`src/hw/rtl/sha1_pkg.sv`:
```
// Shared types and constants for the SHA-1 hash engine.
// Used by the compression unit and the top level; depends on nothing.
`default_nettype none

package sha1_pkg;

  localparam int unsigned NumWords = 5;
  localparam int unsigned WinDepth = 16;
  localparam int unsigned WinAw    = $clog2(WinDepth);

  localparam logic [31:0] K0 = 32'h5A827999;
  localparam logic [31:0] K1 = 32'h6ED9EBA1;
  localparam logic [31:0] K2 = 32'h8F1BBCDC;
  localparam logic [31:0] K3 = 32'hCA62C1D6;

  localparam logic [NumWords-1:0][31:0] H_INIT = {
    32'hC3D2E1F0, 32'h10325476, 32'h98BADCFE, 32'hEFCDAB89, 32'h67452301
  };

  localparam logic [7:0] PAD_BYTE   = 8'h80;
  localparam logic [5:0] LEN_POS    = 6'd56;
  localparam logic [5:0] FILL_MAX   = 6'd63;
  localparam logic [6:0] LAST_ROUND = 7'd79;
  localparam logic [2:0] LAST_IDX   = 3'd4;

  typedef struct packed {
    logic [7:0] data_byte;
    logic       has_byte;
    logic       last;
  } in_item_t;

  typedef struct packed {
    logic [31:0] digest_word;
    logic [2:0]  word_index;
    logic        last_word;
  } out_item_t;

  typedef enum logic [2:0] {
    T_IDLE, T_PAD, T_CGO, T_CWAIT, T_EMIT
  } top_state_e;

  typedef enum logic [1:0] {
    P_80, P_ZERO, P_LEN
  } pad_phase_e;

  typedef enum logic [1:0] {
    R_IDLE, R_PAD, R_EMIT
  } resume_e;

  typedef enum logic [1:0] {
    C_IDLE, C_EXE, C_RD1, C_FIN
  } cmp_state_e;

  typedef struct packed {
    logic start;
    logic init;
  } cmp_ctrl_t;

  typedef struct packed {
    logic busy;
    logic done;
  } cmp_stat_t;

  typedef struct packed {
    logic             we;
    logic [WinAw-1:0] addr;
    logic [31:0]      data;
  } ram_wr_t;

endpackage

`default_nettype wire

```
`src/hw/rtl/sha1_hash_engine_core.sv`:
```
// SHA-1 byte-stream engine. A byte request is taken while the engine is idle; each full 64-byte
// block stalls input while it is compressed: a start, rounds 0-15 with one read each, rounds
// 16-79 with a C_RD1 read step before each round on the dual-read schedule RAM, and a finish.
// A last request adds padding, one or two block passes, then five digest words.
// Reset is asynchronous: control and chaining words clear at once, no clearing pass.
`default_nettype none

module sha1_hash_engine_core
  import sha1_pkg::*;
(
  input  wire logic      clk_i,
  input  wire logic      rst_ni,
  input  wire logic      in_valid_i,
  output      logic      in_stall_o,
  input  wire in_item_t  in_data_i,
  output      logic      out_valid_o,
  input  wire logic      out_stall_i,
  output      out_item_t out_data_o
);

  top_state_e state_q, state_d;
  pad_phase_e phase_q, phase_d;
  resume_e    resume_q, resume_d;
  logic [5:0]  fill_q, fill_d;
  logic [63:0] len_q, len_d;
  logic [31:0] word_q, word_d;
  logic [2:0]  emit_idx_q, emit_idx_d;
  logic        out_valid_q, out_valid_d;
  out_item_t   out_q;

  logic        in_acc, out_free, out_load, push;
  logic [7:0]  push_byte;
  ram_wr_t     ld_wr, cmp_wr, ram_wr;
  cmp_ctrl_t   cmp_ctrl;
  cmp_stat_t   cmp_stat;
  logic [WinAw-1:0] rd_addr_a, rd_addr_b;
  logic [31:0] rd_data_a, rd_data_b, emit_word;

  assign in_stall_o = (state_q != T_IDLE);
  assign in_acc     = in_valid_i & ~in_stall_o;
  assign out_free   = ~out_valid_q | ~out_stall_i;

  always_comb begin
    state_d    = state_q;
    phase_d    = phase_q;
    resume_d   = resume_q;
    len_d      = len_q;
    emit_idx_d = emit_idx_q;
    cmp_ctrl   = '0;
    out_load   = 1'b0;
    push       = 1'b0;
    push_byte  = '0;

    unique case (state_q)
      T_IDLE: begin
        if (in_acc) begin
          if (in_data_i.has_byte) begin
            push      = 1'b1;
            push_byte = in_data_i.data_byte;
            len_d     = len_q + 64'd8;
          end
          if (in_data_i.last) begin
            phase_d = P_80;
          end
          if (in_data_i.has_byte && (fill_q == FILL_MAX)) begin
            state_d  = T_CGO;
            resume_d = in_data_i.last ? R_PAD : R_IDLE;
          end else if (in_data_i.last) begin
            state_d = T_PAD;
          end
        end
      end
      T_PAD: begin
        unique case (phase_q)
          P_80: begin
            push      = 1'b1;
            push_byte = PAD_BYTE;
            phase_d   = P_ZERO;
          end
          P_ZERO: begin
            if (fill_q != LEN_POS) begin
              push = 1'b1;
            end else begin
              phase_d = P_LEN;
            end
          end
          P_LEN: begin
            push      = 1'b1;
            push_byte = len_q[63:56];
            len_d     = {len_q[55:0], 8'h00};
          end
          default: begin
            phase_d = P_80;
          end
        endcase
        // A full block goes through the compression unit; the length bytes end
        // the message, anything else resumes padding afterwards.
        if (push && (fill_q == FILL_MAX)) begin
          state_d  = T_CGO;
          resume_d = (phase_q == P_LEN) ? R_EMIT : R_PAD;
        end
      end
      T_CGO: begin
        cmp_ctrl.start = 1'b1;
        state_d        = T_CWAIT;
      end
      T_CWAIT: begin
        if (cmp_stat.done) begin
          emit_idx_d = '0;
          unique case (resume_q)
            R_IDLE:  state_d = T_IDLE;
            R_PAD:   state_d = T_PAD;
            R_EMIT:  state_d = T_EMIT;
            default: state_d = T_IDLE;
          endcase
        end
      end
      T_EMIT: begin
        if (out_free) begin
          out_load = 1'b1;
          if (emit_idx_q == LAST_IDX) begin
            cmp_ctrl.init = 1'b1;
            len_d         = '0;
            state_d       = T_IDLE;
          end else begin
            emit_idx_d = emit_idx_q + 3'd1;
          end
        end
      end
      default: begin
        state_d = T_IDLE;
      end
    endcase
  end

  // Bytes are packed big-endian into words; every fourth byte writes a word.
  always_comb begin
    word_d = word_q;
    fill_d = fill_q;
    ld_wr  = '0;
    if (push) begin
      word_d = {word_q[23:0], push_byte};
      fill_d = fill_q + 6'd1;
      if (fill_q[1:0] == 2'b11) begin
        ld_wr.we   = 1'b1;
        ld_wr.addr = fill_q[5:2];
        ld_wr.data = word_d;
      end
    end
  end

  assign ram_wr      = ld_wr.we ? ld_wr : cmp_wr;
  assign out_valid_d = out_load | (out_valid_q & out_stall_i);

  always_ff @(posedge clk_i or negedge rst_ni) begin
    if (!rst_ni) begin
      state_q     <= T_IDLE;
      phase_q     <= P_80;
      resume_q    <= R_IDLE;
      fill_q      <= '0;
      len_q       <= '0;
      emit_idx_q  <= '0;
      out_valid_q <= 1'b0;
    end else begin
      state_q     <= state_d;
      phase_q     <= phase_d;
      resume_q    <= resume_d;
      fill_q      <= fill_d;
      len_q       <= len_d;
      emit_idx_q  <= emit_idx_d;
      out_valid_q <= out_valid_d;
    end
  end

  always_ff @(posedge clk_i) begin
    word_q <= word_d;
    if (out_load) begin
      out_q.digest_word <= emit_word;
      out_q.word_index  <= emit_idx_q;
      out_q.last_word   <= (emit_idx_q == LAST_IDX);
    end
  end

  assign out_valid_o = out_valid_q;
  assign out_data_o  = out_q;

  // Two mirrored copies of the schedule window give two reads per cycle.
  sha1_ram #(
    .W(32),
    .D(WinDepth)
  ) u_win_a (
    .clk_i   (clk_i),
    .we_i    (ram_wr.we),
    .waddr_i (ram_wr.addr),
    .wdata_i (ram_wr.data),
    .raddr_i (rd_addr_a),
    .rdata_o (rd_data_a)
  );

  sha1_ram #(
    .W(32),
    .D(WinDepth)
  ) u_win_b (
    .clk_i   (clk_i),
    .we_i    (ram_wr.we),
    .waddr_i (ram_wr.addr),
    .wdata_i (ram_wr.data),
    .raddr_i (rd_addr_b),
    .rdata_o (rd_data_b)
  );

  sha1_compress u_compress (
    .clk_i       (clk_i),
    .rst_ni      (rst_ni),
    .ctrl_i      (cmp_ctrl),
    .stat_o      (cmp_stat),
    .rd_addr_a_o (rd_addr_a),
    .rd_addr_b_o (rd_addr_b),
    .rd_data_a_i (rd_data_a),
    .rd_data_b_i (rd_data_b),
    .wr_o        (cmp_wr),
    .emit_idx_i  (emit_idx_q),
    .emit_word_o (emit_word)
  );

`ifndef SYNTHESIS
  a_one_writer : assert property (@(posedge clk_i) disable iff (!rst_ni)
    !(ld_wr.we && cmp_wr.we))
    else $error("loader and compression unit write the window together");

  a_start_idle : assert property (@(posedge clk_i) disable iff (!rst_ni)
    cmp_ctrl.start |-> !cmp_stat.busy)
    else $error("compression started while a block is in progress");

  a_emit_empty : assert property (@(posedge clk_i) disable iff (!rst_ni)
    (state_q == T_EMIT) |-> (fill_q == '0))
    else $error("digest emitted with bytes left in the block buffer");

  a_emit_done : assert property (@(posedge clk_i) disable iff (!rst_ni)
    (state_q == T_EMIT && out_load && emit_idx_q == LAST_IDX)
      |=> (state_q == T_IDLE) && (len_q == '0))
    else $error("engine did not return to its start state after the digest");
`endif

endmodule

`default_nettype wire

```
`src/hw/rtl/sha1_ram.sv`:
```
// Generic single-write, single-read RAM with a registered read port.
// Standalone; no package needed.
`default_nettype none

module sha1_ram #(
  parameter int unsigned W = 32,
  parameter int unsigned D = 16
) (
  input  wire logic                 clk_i,
  input  wire logic                 we_i,
  input  wire logic [$clog2(D)-1:0] waddr_i,
  input  wire logic [W-1:0]         wdata_i,
  input  wire logic [$clog2(D)-1:0] raddr_i,
  output      logic [W-1:0]         rdata_o
);

  logic [W-1:0] mem_q [D];

  always_ff @(posedge clk_i) begin
    if (we_i) begin
      mem_q[waddr_i] <= wdata_i;
    end
    rdata_o <= mem_q[raddr_i];
  end

endmodule

`default_nettype wire

```
`src/hw/rtl/sha1_compress.sv`:
```
// SHA-1 compression unit: round sequencer, working variables and chaining words.
// Reads and rewrites the 16-word schedule window held in RAM; uses sha1_pkg.
`default_nettype none

module sha1_compress
  import sha1_pkg::*;
(
  input  wire logic             clk_i,
  input  wire logic             rst_ni,
  input  wire cmp_ctrl_t        ctrl_i,
  output      cmp_stat_t        stat_o,
  output      logic [WinAw-1:0] rd_addr_a_o,
  output      logic [WinAw-1:0] rd_addr_b_o,
  input  wire logic [31:0]      rd_data_a_i,
  input  wire logic [31:0]      rd_data_b_i,
  output      ram_wr_t          wr_o,
  input  wire logic [2:0]       emit_idx_i,
  output      logic [31:0]      emit_word_o
);

  cmp_state_e state_q, state_d;
  logic [6:0] t_q, t_d;
  logic [6:0] t_next;
  logic [WinAw-1:0] tn_lo;
  logic [31:0] a_q, b_q, c_q, d_q, e_q;
  logic [31:0] a_d, b_d, c_d, d_d, e_d;
  logic [31:0] x_q, x_d;
  logic [NumWords-1:0][31:0] h_q, h_d;
  logic [31:0] w, f, k, tmp, x3;

  always_comb begin
    state_d     = state_q;
    t_d         = t_q;
    x_d         = x_q;
    a_d         = a_q;
    b_d         = b_q;
    c_d         = c_q;
    d_d         = d_q;
    e_d         = e_q;
    h_d         = h_q;
    rd_addr_a_o = '0;
    rd_addr_b_o = '0;
    wr_o        = '0;
    stat_o      = '0;
    stat_o.busy = (state_q != C_IDLE);
    t_next      = t_q + 7'd1;
    tn_lo       = t_next[WinAw-1:0];

    x3  = x_q ^ rd_data_a_i ^ rd_data_b_i;
    w   = (t_q < 7'd16) ? rd_data_a_i : {x3[30:0], x3[31]};
    if (t_q < 7'd20) begin
      f = (b_q & c_q) | (~b_q & d_q);
      k = K0;
    end else if (t_q < 7'd40) begin
      f = b_q ^ c_q ^ d_q;
      k = K1;
    end else if (t_q < 7'd60) begin
      f = (b_q & c_q) | (b_q & d_q) | (c_q & d_q);
      k = K2;
    end else begin
      f = b_q ^ c_q ^ d_q;
      k = K3;
    end
    tmp = {a_q[26:0], a_q[31:27]} + f + e_q + k + w;

    unique case (state_q)
      C_IDLE: begin
        // Address zero is presented here, so word 0 arrives with the first round.
        if (ctrl_i.start) begin
          a_d     = h_q[0];
          b_d     = h_q[1];
          c_d     = h_q[2];
          d_d     = h_q[3];
          e_d     = h_q[4];
          t_d     = '0;
          state_d = C_EXE;
        end
        if (ctrl_i.init) begin
          h_d = H_INIT;
        end
      end
      C_EXE: begin
        if (t_q >= 7'd16) begin
          wr_o.we   = 1'b1;
          wr_o.addr = t_q[WinAw-1:0];
          wr_o.data = w;
        end
        e_d = d_q;
        d_d = c_q;
        c_d = {b_q[1:0], b_q[31:2]};
        b_d = a_q;
        a_d = tmp;
        // The reads for the next round are issued here. None of them hits the
        // entry written in this cycle, so no forwarding is needed.
        if (t_q == LAST_ROUND) begin
          state_d = C_FIN;
        end else begin
          t_d = t_next;
          if (t_next < 7'd16) begin
            rd_addr_a_o = tn_lo;
            state_d     = C_EXE;
          end else begin
            rd_addr_a_o = tn_lo + 4'd13;
            rd_addr_b_o = tn_lo + 4'd8;
            state_d     = C_RD1;
          end
        end
      end
      C_RD1: begin
        x_d         = rd_data_a_i ^ rd_data_b_i;
        rd_addr_a_o = t_q[WinAw-1:0] + 4'd2;
        rd_addr_b_o = t_q[WinAw-1:0];
        state_d     = C_EXE;
      end
      C_FIN: begin
        h_d[0]      = h_q[0] + a_q;
        h_d[1]      = h_q[1] + b_q;
        h_d[2]      = h_q[2] + c_q;
        h_d[3]      = h_q[3] + d_q;
        h_d[4]      = h_q[4] + e_q;
        stat_o.done = 1'b1;
        state_d     = C_IDLE;
      end
      default: begin
        state_d = C_IDLE;
      end
    endcase
  end

  assign emit_word_o = (emit_idx_i <= LAST_IDX) ? h_q[emit_idx_i] : '0;

  always_ff @(posedge clk_i or negedge rst_ni) begin
    if (!rst_ni) begin
      state_q <= C_IDLE;
      t_q     <= '0;
      h_q     <= H_INIT;
    end else begin
      state_q <= state_d;
      t_q     <= t_d;
      h_q     <= h_d;
    end
  end

  always_ff @(posedge clk_i) begin
    a_q <= a_d;
    b_q <= b_d;
    c_q <= c_d;
    d_q <= d_d;
    e_q <= e_d;
    x_q <= x_d;
  end

`ifndef SYNTHESIS
  a_no_rw_overlap : assert property (@(posedge clk_i) disable iff (!rst_ni)
    wr_o.we |-> (wr_o.addr != rd_addr_a_o) && (wr_o.addr != rd_addr_b_o))
    else $error("schedule write collides with a read in the same cycle");

  a_fin_after_last : assert property (@(posedge clk_i) disable iff (!rst_ni)
    (state_q == C_FIN) |-> ($past(state_q) == C_EXE) && ($past(t_q) == LAST_ROUND))
    else $error("block finished without completing the last round");

  a_rd1_expanded : assert property (@(posedge clk_i) disable iff (!rst_ni)
    (state_q == C_RD1) |-> (t_q >= 7'd16) && (t_q <= LAST_ROUND))
    else $error("schedule expansion step outside the expanded rounds");
`endif

endmodule

`default_nettype wire

```
`config.mk`:
```
export PLATFORM = sky130hd
export DESIGN_NAME = sha1_hash_engine_core
export DESIGN_NICKNAME = d
export VERILOG_FILES = /design/src/hw/rtl/sha1_pkg.sv /design/src/hw/rtl/sha1_hash_engine_core.sv /design/src/hw/rtl/sha1_ram.sv /design/src/hw/rtl/sha1_compress.sv
export SDC_FILE = /design/constraint.sdc
export NUM_CORES = 2
export LEC_CHECK = 0
export BUFFER_PORTS_ARGS = -buffer_cell sky130_fd_sc_hd__buf_2
export CAP_MARGIN = 20
export CORE_UTILIZATION = 48
export DETAILED_ROUTE_END_ITERATION = 10
export GPL_TIMING_DRIVEN = 0
export MAX_ROUTING_LAYER = met4
export RECOVER_POWER = 100
export SETUP_SLACK_MARGIN = 0.4
export SYNTH_ARGS = -nofsm -noshare
export SYNTH_HDL_FRONTEND = slang
export SYNTH_HIERARCHICAL = 1
export SYNTH_SLANG_ARGS = --single-unit
```
`constraint.sdc`:
```
create_clock -name clk_i -period 7 [get_ports clk_i]
set_input_delay 0 -clock clk_i [delete_from_list [all_inputs] [get_ports clk_i]]
set_output_delay 0 -clock clk_i [all_outputs]
set_load 0.005 [all_outputs]
```
==> flow_metrics.py <==
metrics = {
    "critical_path": {
        "cpMaxStageDelayCell": "fa_1",
        "cp-start-kind": "flop",
        "critPathBufInv": 7,
        "crit_required_ps": 7560,
        "cp_data_arrival_time_ps": 7050,
        "crit_family": "compound AO/OA/AOI/OAI gates",
        "timing_worst_setup_path_type": "flop to flop",
        "cpPeakStageDelay_ps": 540,
        "critPathMaxFanout": 10,
        "end_kind": "flop",
    },
    "cells_and_area": {
        "fillers": 12800,
        "area_delta_synth_final_pct": 12.57,
        "multi_input_area_um2": 28750,
        "final_nets": 6000,
        "seqCellArea_um2": 45880,
        "stdcell_count": 7863,
        "drive_above_1_share_pct": 16.91,
    },
    "timing": {
        "final.setup.worst_slack_ps": 512.6,
        "hold-worst-slack_ps": 49.52,
        "max_freq_mhz": 154.1,
        "rsz0062_at_grt": "no",
        "skew_ps": 42.36,
        "finalHoldViolCount": 0,
        "setup_viol": 0,
        "period_share_pct": 92.68,
        "slew_headroom_pct": -160.1,
        "tightest_slew_ps": 3880,
        "maxSlewViolCount": 833,
        "post-route-min-period_ps": 6487,
    },
    "detailed_routing": {
        "vias": 48450,
        "first_iter_violations": 5050,
        "antenna_left": 0,
        "wl_per_cell_um": 28.82,
        "avgViaCountPerCell": 6.162,
        "drt_pass1_iterations": 7,
        "drc": 0,
        "routed_wl_mm": 226.6,
    },
    "die": {
        "die_w_um": 400.8,
        "core_area_um2": 157100,
        "rows": 145,
        "num_io_pins": 52,
        "initial_core_util_pct": 48.59,
        "dieHeight_um": 400.8,
        "dieArea_um2": 160600,
    },
    "synth": {
        "syn-cell-area_um2": 76340,
        "synth-edff-count": 1276,
        "ys_seq_elements": 1587,
        "synth_top_area_share_pct": 50.19,
        "ys_warn_count": 6,
        "synth.most_common_cell": "edfxtp_1",
        "synthArstFlopShare_pct": 15.56,
        "synth_area_leaders": "edfxtp_1 50%, mux4_2 8.5%, dfrtp_1 5.5%",
        "synthFlopType": "edfxtp_1",
        "netlist_instances": 5334,
        "synthDistinctLibCells": 99,
        "synth_top_cell_by_area": "edfxtp_1",
        "seq_area_frac_synth_pct": 60.10,
        "synth_area_per_cell_um2": 14.31,
        "syn_nets": 5680,
        "netlist_top_cells_count": "1,276 x edfxtp_1, 345 x nand2_1, 290 x a21oi_1",
    },
    "clocking": {
        "cts_tree": "done",
        "clk_latency_ps": 830,
        "clock_sinks": 1587,
        "h-tree-depth": 4,
        "root_buffer": "clkbuf_16",
        "cts_made_buffers": 169,
        "clk_pin_slew_ps": 60,
        "clock_path_buffers": 3,
    },
    "run_status": {
        "status": "finished, violations left",
        "violations": "capacitance limit, slew limit",
    },
    "placement": {
        "hpwl_mm": 161.6,
        "dp.cells": 7516,
        "port_buffers": 51,
        "globalplace.congestion": 1.001,
        "place_ws_ps": -1966,
    },
    "hold_path": {
        "hp-class": "input pin to flop",
    },
    "global_routing": {
        "grt_usage_pct": 29.05,
        "overflow": 0,
        "grt_pass1_wl_mm": 329.4,
        "grt_max_degree": 102,
        "grt_pass1_vias": 47240,
        "antenna_found_initial": 4,
    },
    "job": {
        "max_cap_violations": 35,
    },
}
## placed cells by master (no fill, tap or decap), types with 80 or more instances in the layout
| master | instances |
|---|---|
| nor2_1 | 285 |
| mux4_2 | 288 |
| inv_1 | 251 |
| mux2_2 | 154 |
| o21ai_0 | 266 |
| clkbuf_1 | 269 |
| xnor2_1 | 126 |
| fa_1 | 124 |
| a22oi_1 | 143 |
| edfxtp_1 | 1276 |
| dfstp_2 | 80 |
| xor2_1 | 106 |
| a21oi_1 | 276 |
| a21o_1 | 80 |
| nand2_1 | 344 |
| ha_1 | 206 |
| dfrtp_1 | 167 |
| clkbuf_16 | 173 |
## flip-flops by register name (all words and copies together), names as in the netlist, 36 cells and up
signal,cells
u_win_b/mem_q,512
u_compress/h_q,160
len_q,61
u_win_a/mem_q,512
out_data_o,36
## through the flow
| stage | setup TNS, ps | util, % | area (µm²) |
|---|---|---|---|
| floorplan | 0 | - | 76340 |
| global placement | -429690 | 50.39 | 79170 |
| detailed placement | -17820 | 51.33 | 80640 |
| CTS | 0 | 55.21 | 86740 |
| global route | 0 | 54.70 | 85930 |
| finish | 0 | 54.70 | 85940 |
## per-layer routing
layer	wire length (µm)	global-route usage (%)
met1	94490	39.43
met2	109000	45.80
met3	16040	4.076
met4	7119	8.387
met5	0	-
## cell type report
cell class                 instances  area share (%)
sequential                      1587           53.39
multi-input combinational       3254           33.46
clock buffer                     234           5.479
tap                             2058           2.996
buffer                           240           1.222
timing repair buffer             149           1.213
clock inverter                    83           1.121
inverter                         253           1.109
antenna                            5         0.01456
## final timing paths
kind,from,endpoint,slack (ps),cells after the start
worst max-delay path,u_compress/t_q[3]$_DFFE_PN0P_,u_compress/a_q[31]$_DFFE_PP_,510,25
worst min-delay path,out_stall_i,out_valid_o$_DFF_PN0_,50,4
worst max register to register,u_compress/t_q[3]$_DFFE_PN0P_,u_compress/a_q[31]$_DFFE_PP_,510,25
worst min register to register,word_q[11]$_DFFE_PP_,word_q[19]$_DFFE_PP_,450,0
max in group asynchronous,rst_ni,len_q[63]$_DFFE_PN0P_,1290,5
min in group asynchronous,rst_ni,u_compress/h_q[97]$_DFFE_PN1P_,1770,3
## cell families (layout without fill, tap and decap cells)
logic type,Yosys count,count (layout),synth area share (%)
XOR/XNOR,232,232,2.662
other,0,5,0
AO/OA/AOI/OAI,1131,1131,9.684
adder cells (fa/ha/maj),332,332,6.671
buffers and inverters,493,959,2.583
AND/OR/NAND/NOR,1037,1037,6.422
flip-flops,1587,1587,60.10
multiplexers,522,522,11.88
## tightest hold or removal path, delay by kind of cell
kind          cells  cell delay, ps
buf+inv           2             660
simple gates      2             170
## timing repair
action	in CTS	in global routing
hold endpoints to repair	186	0
pin swaps	4	7
setup endpoints to repair	24	9
gates resized for setup	55	36
hold buffers	17	0
setup buffers	3	4
Power is not shown: default switching activity piles up to over one toggle a cycle in this logic, so the estimate is an artifact.
